--- src/hw/rtl/partition_fit_allocator_assert.svh ---
// assertion macros used by pfa_engine of the partition fit allocator rtl
// no dependencies; each macro expands to one labeled concurrent assertion
`ifndef PARTITION_FIT_ALLOCATOR_ASSERT_SVH
`define PARTITION_FIT_ALLOCATOR_ASSERT_SVH

// same-cycle implication, disabled while in reset
`define PFA_ASSERT_NOW(label, clk, rst_n, ante, cons) \
    label: assert property (@(posedge clk) disable iff (!rst_n) (ante) |-> (cons)) \
        else $error("pfa assertion failed");

// next-cycle implication, disabled while in reset
`define PFA_ASSERT_NEXT(label, clk, rst_n, ante, cons) \
    label: assert property (@(posedge clk) disable iff (!rst_n) (ante) |=> (cons)) \
        else $error("pfa assertion failed");

`endif

--- src/hw/rtl/pfa_pkg.sv ---
// shared types and codes for the partition fit allocator
// no dependencies; used by pfa_engine and partition_fit_allocator
`default_nettype none

package pfa_pkg;

    localparam int SIZE_W = 16;
    localparam int HOLE_IW = 4;

    // operation codes of an input item
    localparam logic FUNC_LOAD  = 1'b0;
    localparam logic FUNC_ALLOC = 1'b1;

    // placement policy codes
    localparam logic [1:0] FIT_FIRST = 2'd0;
    localparam logic [1:0] FIT_BEST  = 2'd1;
    localparam logic [1:0] FIT_WORST = 2'd2;

    typedef enum logic [1:0] {
        ST_LOADED = 2'd0,
        ST_ALLOC  = 2'd1,
        ST_NOFIT  = 2'd2
    } pfa_status_t;

    typedef enum logic [1:0] {
        S_IDLE,
        S_SCAN,
        S_CMPL,
        S_DONE
    } pfa_state_t;

    typedef struct packed {
        logic               func;
        logic [HOLE_IW-1:0] hole_index;
        logic [SIZE_W-1:0]  size_value;
    } pfa_cmd_t;

    typedef struct packed {
        pfa_status_t        status;
        logic [HOLE_IW-1:0] chosen_hole;
        logic [SIZE_W-1:0]  chosen_size;
        logic [SIZE_W-1:0]  leftover;
    } pfa_result_t;

endpackage

`default_nettype wire

--- src/hw/rtl/partition_fit_allocator.sv ---
// load: accepted in S_IDLE, then its result is offered in S_DONE; allocate: S_IDLE,
// then S_SCAN, which reads one hole size per cycle from the size memory, S_CMPL
// and S_DONE. one item in flight; the next item is accepted the cycle after its
// result is handed to the output register. rst_n clears fit_mode to first fit and
// all present/taken bits; hole sizes are not cleared and need no clearing pass
`default_nettype none

module partition_fit_allocator
    import pfa_pkg::*;
#(
    parameter int NUM_HOLES = 16
)
(
    input  wire logic         clk,
    input  wire logic         rst_n,
    input  wire logic         psel,
    input  wire logic         penable,
    input  wire logic         pwrite,
    input  wire logic [2:0]   paddr,
    input  wire logic [31:0]  pwdata,
    output logic [31:0]       prdata,
    output logic              pready,
    input  wire logic         in_valid,
    output logic              in_ready,
    input  wire logic         func,
    input  wire logic [3:0]   hole_index,
    input  wire logic [15:0]  size_value,
    output logic              out_valid,
    input  wire logic         out_ready,
    output logic [1:0]        status,
    output logic [3:0]        chosen_hole,
    output logic [15:0]       chosen_size,
    output logic [15:0]       leftover
);

    logic [1:0]  fit_mode_reg;
    logic        out_valid_reg;
    pfa_result_t out_data_reg;

    pfa_cmd_t    cmd;
    pfa_result_t res;
    logic        res_valid;
    logic        res_ready;
    logic        reg_sel;

    // register 0 sits at byte address 0; paddr[2] selects beyond it
    assign reg_sel = !paddr[2];
    assign pready  = 1'b1;
    assign prdata  = reg_sel ? {30'b0, fit_mode_reg} : 32'b0;

    always_ff @(posedge clk or negedge rst_n)
    begin
        if (!rst_n)
        begin
            fit_mode_reg <= FIT_FIRST;
        end
        else if (psel && penable && pwrite && reg_sel)
        begin
            fit_mode_reg <= pwdata[1:0];
        end
    end

    assign cmd.func       = func;
    assign cmd.hole_index = hole_index;
    assign cmd.size_value = size_value;

    pfa_engine #(
        .NUM_HOLES (NUM_HOLES)
    ) u_engine (
        .clk       (clk),
        .rst_n     (rst_n),
        .cmd_valid (in_valid),
        .cmd_ready (in_ready),
        .cmd       (cmd),
        .fit_mode  (fit_mode_reg),
        .res_valid (res_valid),
        .res_ready (res_ready),
        .res       (res)
    );

    // output register takes a result from the engine when it is empty or being drained
    assign res_ready = !out_valid_reg || out_ready;

    always_ff @(posedge clk or negedge rst_n)
    begin
        if (!rst_n)
        begin
            out_valid_reg <= 1'b0;
        end
        else if (res_valid && res_ready)
        begin
            out_valid_reg <= 1'b1;
        end
        else if (out_ready)
        begin
            out_valid_reg <= 1'b0;
        end
    end

    always_ff @(posedge clk)
    begin
        if (res_valid && res_ready)
        begin
            out_data_reg <= res;
        end
    end

    assign out_valid   = out_valid_reg;
    assign status      = out_data_reg.status;
    assign chosen_hole = out_data_reg.chosen_hole;
    assign chosen_size = out_data_reg.chosen_size;
    assign leftover    = out_data_reg.leftover;

endmodule

`default_nettype wire

--- src/hw/rtl/pfa_engine.sv ---
// hole table engine: size memory, present/taken bitmaps and the scan sequencer
// depends on pfa_pkg and partition_fit_allocator_assert.svh
`default_nettype none
`include "partition_fit_allocator_assert.svh"

module pfa_engine
    import pfa_pkg::*;
#(
    parameter int NUM_HOLES = 16
)
(
    input  wire logic        clk,
    input  wire logic        rst_n,
    input  wire logic        cmd_valid,
    output logic             cmd_ready,
    input  wire pfa_cmd_t    cmd,
    input  wire logic [1:0]  fit_mode,
    output logic             res_valid,
    input  wire logic        res_ready,
    output pfa_result_t      res
);

    localparam int IW = $clog2(NUM_HOLES);

    pfa_state_t state_reg, state_next;

    logic [SIZE_W-1:0]     size_mem [NUM_HOLES];
    logic [SIZE_W-1:0]     rd_data_reg;
    logic [IW-1:0]         scan_cnt_reg;
    logic                  cmp_vld_reg;
    logic [IW-1:0]         cmp_idx_reg;
    logic [SIZE_W-1:0]     req_size_reg;
    logic                  is_alloc_reg;
    logic                  found_reg;
    logic [IW-1:0]         best_idx_reg;
    logic [SIZE_W-1:0]     best_size_reg;
    logic [NUM_HOLES-1:0]  present_reg;
    logic [NUM_HOLES-1:0]  taken_reg;

    logic          cmd_fire;
    logic          res_fire;
    logic          load_in_range;
    logic          mem_we;
    logic [IW-1:0] wr_addr;
    logic          scan_last;
    logic          eligible;
    logic          policy_better;
    logic          cmp_take;

    assign cmd_fire      = cmd_valid && cmd_ready;
    assign res_fire      = res_valid && res_ready;
    assign wr_addr       = IW'(cmd.hole_index);
    assign load_in_range = 32'(cmd.hole_index) < NUM_HOLES;
    assign scan_last     = scan_cnt_reg == IW'(NUM_HOLES - 1);

    // comparison stage works on the entry read in the previous cycle
    assign eligible = present_reg[cmp_idx_reg] && !taken_reg[cmp_idx_reg]
                      && (rd_data_reg >= req_size_reg);

    always_comb
    begin
        case (fit_mode)
            FIT_BEST:  policy_better = rd_data_reg < best_size_reg;
            FIT_WORST: policy_better = rd_data_reg > best_size_reg;
            default:   policy_better = 1'b0;
        endcase
    end

    assign cmp_take = cmp_vld_reg && eligible && (!found_reg || policy_better);

    // next state
    always_comb
    begin
        state_next = state_reg;
        case (state_reg)
            S_IDLE:
            begin
                if (cmd_valid)
                begin
                    state_next = (cmd.func == FUNC_ALLOC) ? S_SCAN : S_DONE;
                end
            end
            S_SCAN:
            begin
                if (scan_last)
                begin
                    state_next = S_CMPL;
                end
            end
            S_CMPL:
            begin
                state_next = S_DONE;
            end
            S_DONE:
            begin
                if (res_ready)
                begin
                    state_next = S_IDLE;
                end
            end
            default:
            begin
                state_next = S_IDLE;
            end
        endcase
    end

    // outputs
    always_comb
    begin
        cmd_ready = 1'b0;
        res_valid = 1'b0;
        mem_we    = 1'b0;
        case (state_reg)
            S_IDLE:
            begin
                cmd_ready = 1'b1;
                mem_we    = cmd_valid && (cmd.func == FUNC_LOAD) && load_in_range;
            end
            S_DONE:
            begin
                res_valid = 1'b1;
            end
            default:
            begin
                cmd_ready = 1'b0;
            end
        endcase
    end

    always_comb
    begin
        res = '0;
        if (!is_alloc_reg)
        begin
            res.status = ST_LOADED;
        end
        else if (found_reg)
        begin
            res.status      = ST_ALLOC;
            res.chosen_hole = HOLE_IW'(best_idx_reg);
            res.chosen_size = best_size_reg;
            res.leftover    = best_size_reg - req_size_reg;
        end
        else
        begin
            res.status = ST_NOFIT;
        end
    end

    // size memory, one write and one registered read per cycle
    always_ff @(posedge clk)
    begin
        if (mem_we)
        begin
            size_mem[wr_addr] <= cmd.size_value;
        end
        rd_data_reg <= size_mem[scan_cnt_reg];
    end

    always_ff @(posedge clk or negedge rst_n)
    begin
        if (!rst_n)
        begin
            state_reg    <= S_IDLE;
            scan_cnt_reg <= '0;
            cmp_vld_reg  <= 1'b0;
            is_alloc_reg <= 1'b0;
            found_reg    <= 1'b0;
            present_reg  <= '0;
            taken_reg    <= '0;
        end
        else
        begin
            state_reg   <= state_next;
            cmp_vld_reg <= (state_reg == S_SCAN);
            if (cmd_fire)
            begin
                is_alloc_reg <= (cmd.func == FUNC_ALLOC);
                found_reg    <= 1'b0;
                scan_cnt_reg <= '0;
            end
            else
            begin
                if (state_reg == S_SCAN)
                begin
                    scan_cnt_reg <= scan_cnt_reg + 1'b1;
                end
                if (cmp_take)
                begin
                    found_reg <= 1'b1;
                end
            end
            if (mem_we)
            begin
                present_reg[wr_addr] <= 1'b1;
                taken_reg[wr_addr]   <= 1'b0;
            end
            if (res_fire && is_alloc_reg && found_reg)
            begin
                taken_reg[best_idx_reg] <= 1'b1;
            end
        end
    end

    always_ff @(posedge clk)
    begin
        cmp_idx_reg <= scan_cnt_reg;
        if (cmd_fire)
        begin
            req_size_reg <= cmd.size_value;
        end
        if (cmp_take)
        begin
            best_idx_reg  <= cmp_idx_reg;
            best_size_reg <= rd_data_reg;
        end
    end

    `PFA_ASSERT_NOW(a_ready_excl_result, clk, rst_n, cmd_ready, !res_valid)
    `PFA_ASSERT_NOW(a_alloc_hole_free, clk, rst_n,
        res_valid && is_alloc_reg && found_reg,
        present_reg[best_idx_reg] && !taken_reg[best_idx_reg])
    `PFA_ASSERT_NOW(a_alloc_fits, clk, rst_n,
        res_valid && is_alloc_reg && found_reg, best_size_reg >= req_size_reg)
    `PFA_ASSERT_NEXT(a_result_frees, clk, rst_n, res_fire, state_reg == S_IDLE)
    `PFA_ASSERT_NEXT(a_taken_marked, clk, rst_n,
        res_fire && is_alloc_reg && found_reg, taken_reg[$past(best_idx_reg)])

endmodule

`default_nettype wire
--- config.mk ---
export PLATFORM = sky130hd
export DESIGN_NAME = partition_fit_allocator
export DESIGN_NICKNAME = d
export VERILOG_FILES = /design/src/hw/rtl/pfa_pkg.sv /design/src/hw/rtl/partition_fit_allocator.sv /design/src/hw/rtl/pfa_engine.sv
export VERILOG_INCLUDE_DIRS = /design/src /design/src/hw/rtl
export SDC_FILE = /design/constraint.sdc
export NUM_CORES = 1
export LEC_CHECK = 0
export BUFFER_PORTS_ARGS = -buffer_cell sky130_fd_sc_hd__buf_4
export CAP_MARGIN = 30
export CORE_MARGIN = 4
export CORE_UTILIZATION = 64
export DETAILED_ROUTE_END_ITERATION = 10
export PLACE_DENSITY = 0.85
export SYNTH_ARGS = -nofsm -noshare
export SYNTH_HDL_FRONTEND = slang
export SYNTH_SLANG_ARGS = --single-unit
--- constraint.sdc ---
create_clock -name clk -period 6.8 [get_ports clk]
set_input_delay 1.7 -clock clk [delete_from_list [all_inputs] [get_ports clk]]
set_output_delay 1.7 -clock clk [all_outputs]
set_load 0.05 [all_outputs]
==> impl_metrics.ini, run 1 <==
[floorplanning]
initial_core_util_pct = 64.9
design.die.area_sq_um = 28100
coreArea_sq_um = 25100
rows = 58
die_w_um = 168
pin_count = 136
die-height_um = 168

[routing]
routed_via_density = 6.25
top_layer = met4
routed_wl_mm = 34.9
met2_length_mm = 18.3
drt-pass1-iter-count = 7
avgRoutedWirePerCell_um = 24.7
ant_nets = 0
via_count = 8855
wl_met3_mm = 2.81
drtIter0Drc = 1000
drc = 0
wl_met1_mm = 12.8

[finish]
final-seq-area_sq_um = 11400
syn2layout_area_growth_pct = 13.6
antenna_cells = 0
fillers = 1401
largest_reg_flops = 256
regMostFlops = u_engine.size_mem
final_cells = 1417
final_area_sq_um = 18500
finalNetCount = 1174
drive_gt1_share_pct = 24.0
multiInputGateArea_sq_um = 4390

[synth]
syn_inst = 954
synth-seq-area-share_pct = 70.0
synth_seq_cells = 394
yosys.area.top_type = edfxtp_1
synth.distinct_cells = 65
netlist_top_cells_area = edfxtp_1 (61%), mux4_2 (11%), dfrtp_1 (6.8%)
synth_top_area_share_pct = 60.8
netlist_area_sq_um = 16300
synth_ff_type = edfxtp_1
ys_warn_count = 0
avgSynthCellArea_sq_um = 17.1
synth_edf_count = 330
async_flop_share_pct = 11.2

[placement]
gp_congestion = 0.877
dp_hpwl_mm = 20.3
dp.cells = 1343
placed_area_sq_um = 17200
dp_slack_ns = 2.92
portBuffers = 72

[outcome]
status = finished clean

[clocking]
cts_resized = 0
clk_pin_slew_ns = 0.06
cts_setup_buffers = 0
cts_tree = yes
worstSkewPairLatency_ns = 0.54
cts_hold_buf = 0
htree_levels = 2
cts_buffers = 39
cts_sinks = 394
cts.path.max_buffers = 3
root_buffer = clkbuf_16

[job]
maxCapViolCount = 0

[worst_setup_path]
crit_chain = buf_4 -> nor2_1 -> buf_4
startpoint_type = primary input
critPathTopFamily = buffers and inverters
endpoint_kind = output port
critPathMaxStageDelay_ns = 0.20
crit_path_top_delay_cell = buf_4
arrival_ns = 2.12
critical_path_class = primary input to output port
crit_required_ns = 5.10
timing.critical_path.buf_inv = 2
crit_top_cell = buf_4
crit_fanout = 3

[timing]
setup_viol = 0
period_minus_slack_ns = 3.82
finalHoldViolCount = 0
finalCritPeriodShare_pct = 56.2
max_freq_ghz = 0.262
finalSetupTns_ns = 0
relSlewSlack_pct = 32.1
final_max_slew_viol_count = 0
worst_pin_slew_ns = 1.02
rsz0062_at_grt = no
clock_skew_ns = 0.00946
layout_setup_ws_ns = 2.98

[power_and_ir_drop]
p_leak_uw = 0.00690
power_density_nw_per_um2 = 400
fin_total_pwr_uw = 7410
vdd_drop_max_uv = 236

[global_route]
overflow = 0
antenna_found_initial = 0
grt_pass1_vias = 9044
grt_pass1_wl_mm = 53.3
grtUsageTotal_pct = 25.1
grt_max_degree = 68

[hold_path]
min_path_type = flop to flop
[routing by layer]
metal	GRT usage (%)	up-vias
met5	0	-
met4	8.50	0
met3	6.02	71
met2	42.9	475
met1	32.1	4495
li1	-	3814
[worst paths after layout]
path                                                 start                    endpoint  slack (ns)  cells past startpoint
min in group asynchronous                            rst_n       u_engine.state_reg[0]        1.16                      1
worst min-delay path              u_engine.scan_cnt_reg[1]     u_engine.cmp_idx_reg[1]        0.41                      0
worst min register to register    u_engine.scan_cnt_reg[1]     u_engine.cmp_idx_reg[1]        0.41                      0
worst max-delay path                              paddr[2]                   prdata[1]        2.98                      3
max in group asynchronous                            rst_n    u_engine.scan_cnt_reg[0]        5.20                      1
worst max register to register  u_engine.best_size_reg[14]  u_engine.best_size_reg[14]        3.71                      9
[cells by family (layout without fill, tap and decap cells)]
kind of cell / Yosys count / after routing / share of synthesized area [%]
AOI/OAI and AO/OA: 101 / 101 / 4.27
xor gates and xnor gates: 9 / 9 / 0.484
adders and majority gates: 55 / 55 / 4.27
buffers and inverters: 126 / 230 / 3.89
DFF: 394 / 394 / 70.0
muxes: 87 / 87 / 11.5
other: 2 / 31 / 0.0461
and+or+nand+nor: 180 / 180 / 5.53
[synth_stat cells (18+ instances only)]
| library cell | instances |
|---|---|
| edfxtp_1 | 330 |
| mux4_2 | 80 |
| inv_1 | 68 |
| nor2_1 | 55 |
| ha_1 | 54 |
| dfrtp_1 | 44 |
| nand2_1 | 40 |
| buf_4 | 31 |
| a21oi_1 | 29 |
| dfxtp_1 | 20 |
| o21ai_0 | 18 |
[through the flow]
step                      util (%)  hold slack, ns
after floorplan                  -           0.342
after global placement        68.1           0.367
after detailed placement      68.3           0.367
after CTS                     73.6           0.410
after global routing          73.8           0.418
final                         73.8           0.409
[report_power, final]
| part | leakage (uW) | switching (uW) | internal [uW] | total [uW] |
|---|---|---|---|---|
| logic | 0.00254 | 1120 | 863 | 1990 |
| clock network | 0.000646 | 893 | 1340 | 2230 |
| registers | 0.00371 | 242 | 2950 | 3190 |
| total | 0.00690 | 2260 | 5150 | 7410 |
[cell type report]
| cell class | instances | area share, % |
|---|---|---|
| clock inverter | 20 | 1.41 |
| inverter | 68 | 1.38 |
| tap | 330 | 2.23 |
| multi-input combinational | 463 | 23.7 |
| clock buffer | 52 | 5.75 |
| timing repair buffer | 90 | 3.92 |
| sequential | 394 | 61.6 |
[placed cells by master (no fill, tap or decap), types with 20 or more instances in the layout]
cell type,n
conb_1,31
dfxtp_1,20
ha_1,54
mux4_2,80
clkbuf_16,39
dfrtp_1,42
a21oi_1,28
edfxtp_1,330
buf_4,85
nor2_1,51
inv_1,68
nand2_1,40
Note: power is estimated with default switching activity, not from simulation.
==> run 2, diff against run 1 <==
--- a/config.mk
+++ b/config.mk
@@ -9,9 +9,9 @@
 export BUFFER_PORTS_ARGS = -buffer_cell sky130_fd_sc_hd__buf_4
 export CAP_MARGIN = 30
 export CORE_MARGIN = 4
-export CORE_UTILIZATION = 64
+export CORE_UTILIZATION = 60
 export DETAILED_ROUTE_END_ITERATION = 10
-export PLACE_DENSITY = 0.85
+export PLACE_DENSITY = 0.8
 export SYNTH_ARGS = -nofsm -noshare
 export SYNTH_HDL_FRONTEND = slang
 export SYNTH_SLANG_ARGS = --single-unit
==> constraint.sdc (replaced) <==
create_clock -name clk -period 3.7 [get_ports clk]
set_input_delay 0.925 -clock clk [delete_from_list [all_inputs] [get_ports clk]]
set_output_delay 0.925 -clock clk [all_outputs]
set_load 0.05 [all_outputs]
==> impl_metrics.ini, run 2 (same netlist as run 1, synthesis figures left out) <==
[worst_setup_path]
critPathMaxStageDelay_ns = 0.48
critPathTopFamily = compound AO/OA/AOI/OAI gates
crit_required_ns = 3.98
crit_fanout = 16
crit_chain = inv_1 -> ha_1 -> a2111o_1 -> a311o_1 -> a311o_1 -> o211ai_2 -> a21oi_2 -> buf_12
crit_path_top_delay_cell = edfxtp_1
startpoint_type = flop
timing.critical_path.buf_inv = 2
crit_top_cell = a311o_1
endpoint_kind = flop
arrival_ns = 3.06
critical_path_class = flop to flop

[finish]
antenna_cells = 0
fin_util_pct = 68.9
fillers = 1687
largest_reg_flops = 256
syn2layout_area_growth_pct = 13.3
final-seq-area_sq_um = 11400
drive_gt1_share_pct = 24.3
multiInputGateArea_sq_um = 4390
finalNetCount = 1183
layout_common_cells = edfxtp_1 (330), buf_4 (97), mux4_2 (80), inv_1 (68), ha_1 (54)
regMostFlops = u_engine.size_mem
mostFrequentLayoutCell = edfxtp_1

[power_and_ir_drop]
p_leak_uw = 0.00688
internal_power_uw = 9210
vdd_drop_max_uv = 432
combPwrFrac_pct = 27.0
swShare_pct = 30.5
switchingPower_uw = 4050
power_density_nw_per_um2 = 717
pwr-share-clk_pct = 28.5
seq_power_share_pct = 44.5

[floorplanning]
design.die.area_sq_um = 29900
die_w_um = 173
coreArea_sq_um = 26800
rows = 60
pin_count = 136
initial_core_util_pct = 60.8
die-height_um = 173

[routing]
top_layer = met4
drc = 0
met2_length_mm = 17.5
routed_via_density = 6.04
routed_wl_mm = 34.8
ant_nets = 0
avgRoutedWirePerCell_um = 24.3
wl_met1_mm = 13.6
drt-pass1-iter-count = 5
wl_met3_mm = 2.75
drtIter0Drc = 1147
via_count = 8661

[clocking]
cts.path.max_buffers = 3
cts_tree = yes
cts_setup_buffers = 0
worstSkewPairLatency_ns = 0.52
clk_pin_slew_ns = 0.06
cts_hold_buf = 0
cts_sinks = 394
root_buffer = clkbuf_16
htree_levels = 2
cts_resized = 0
cts_buffers = 39

[timing]
finalSetupTns_ns = 0
worst_pin_slew_ns = 1.03
layout_setup_ws_ns = 0.919
clock_skew_ns = 0.0124
finalCritPeriodShare_pct = 75.2
max_freq_ghz = 0.360
relSlewSlack_pct = 31.1
rsz0062_at_grt = no
setup_viol = 0
period_minus_slack_ns = 2.78
finalHoldViolCount = 0
final_max_slew_viol_count = 0

[global_route]
grt_pass1_vias = 8854
grt_pass1_wl_mm = 53.2
grt_max_degree = 48
antenna_found_initial = 0
grtUsageTotal_pct = 23.3
overflow = 0

[hold_path]
min_path_type = primary input to asynchronous set/reset pin

[placement]
dp_slack_ns = 0.913
dp_hpwl_mm = 21.0
gp_congestion = 0.820
portBuffers = 72

[job]
maxCapViolCount = 0

[outcome]
status = finished clean
[run 2: cell count changes in the layout (fill, tap and decap cells not counted), sizes merged]
| cell | previous run | this run |
|---|---|---|
| bufinv | 6 | 2 |
| clkbuf | 52 | 54 |
| inv | 71 | 68 |
| buf | 90 | 99 |
| clkinv | 10 | 12 |
[run 2: worst paths after layout]
| path | cells past startpoint | to | slack (ns) | from |
|---|---|---|---|---|
| max | 8 | u_engine.best_size_reg[12] | 0.92 | u_engine.req_size_reg[1] |
| min | 1 | out_valid | 0.39 | rst_n |
| max reg2reg | 8 | u_engine.best_size_reg[12] | 0.92 | u_engine.req_size_reg[1] |
| min reg2reg | 0 | u_engine.best_size_reg[0] | 0.43 | u_engine.rd_data_reg[0] |
| max in group asynchronous | 1 | u_engine.scan_cnt_reg[0] | 2.88 | rst_n |
| min in group clk | 0 | u_engine.best_size_reg[0] | 0.43 | u_engine.rd_data_reg[0] |
[run 2: area by class of cell]
type	count	area share, %
clock buffers	54	5.93
clock inverters	15	0.643
inverters	68	1.38
multi-input cells	463	23.8
flip-flops and latches	394	61.8
well taps	341	2.31
repair buffers	99	4.16
[run 2: metrics by stage]
stage / power [uW] / hold WS (ns) / std cells / area [sq um]
6_report: 13300 / 0.390 / 1434 / 18500
3_5_place_dp: 9510 / 0.426 / 1365 / 17300
5_1_grt: 13900 / 0.422 / 1434 / 18500
2_1_floorplan: 8560 / 0.342 / 983 / 16400
3_3_place_gp: 9380 / 0.414 / 1365 / 17300
4_1_cts: 13300 / 0.402 / 1434 / 18500
[run 2: worst reg2reg max path, stage by stage (launching register included)]
cell      delay [ns]
edfxtp_1        0.48
inv_1           0.12
ha_1            0.32
a2111o_1        0.38
a311o_1         0.39
a311o_1         0.40
o211ai_2        0.14
a21oi_2         0.13
buf_12          0.19
[run 2: power groups by stage]
stage / clock (uW) / combinational (uW) / sequential [uW]
finish: 3780 / 3570 / 5900
global route: 4030 / 3870 / 5970
CTS: 3840 / 3600 / 5900
detailed placement: 0 / 3540 / 5980
global placement: 0 / 3430 / 5950
floorplan: 0 / 2480 / 6090
[run 2: layer usage]
layer  up-vias  track usage [%]
met1      4370             31.3
met4         0             7.15
met3        58             4.57
met2       405             39.5
met5         -                0
li1       3828                -
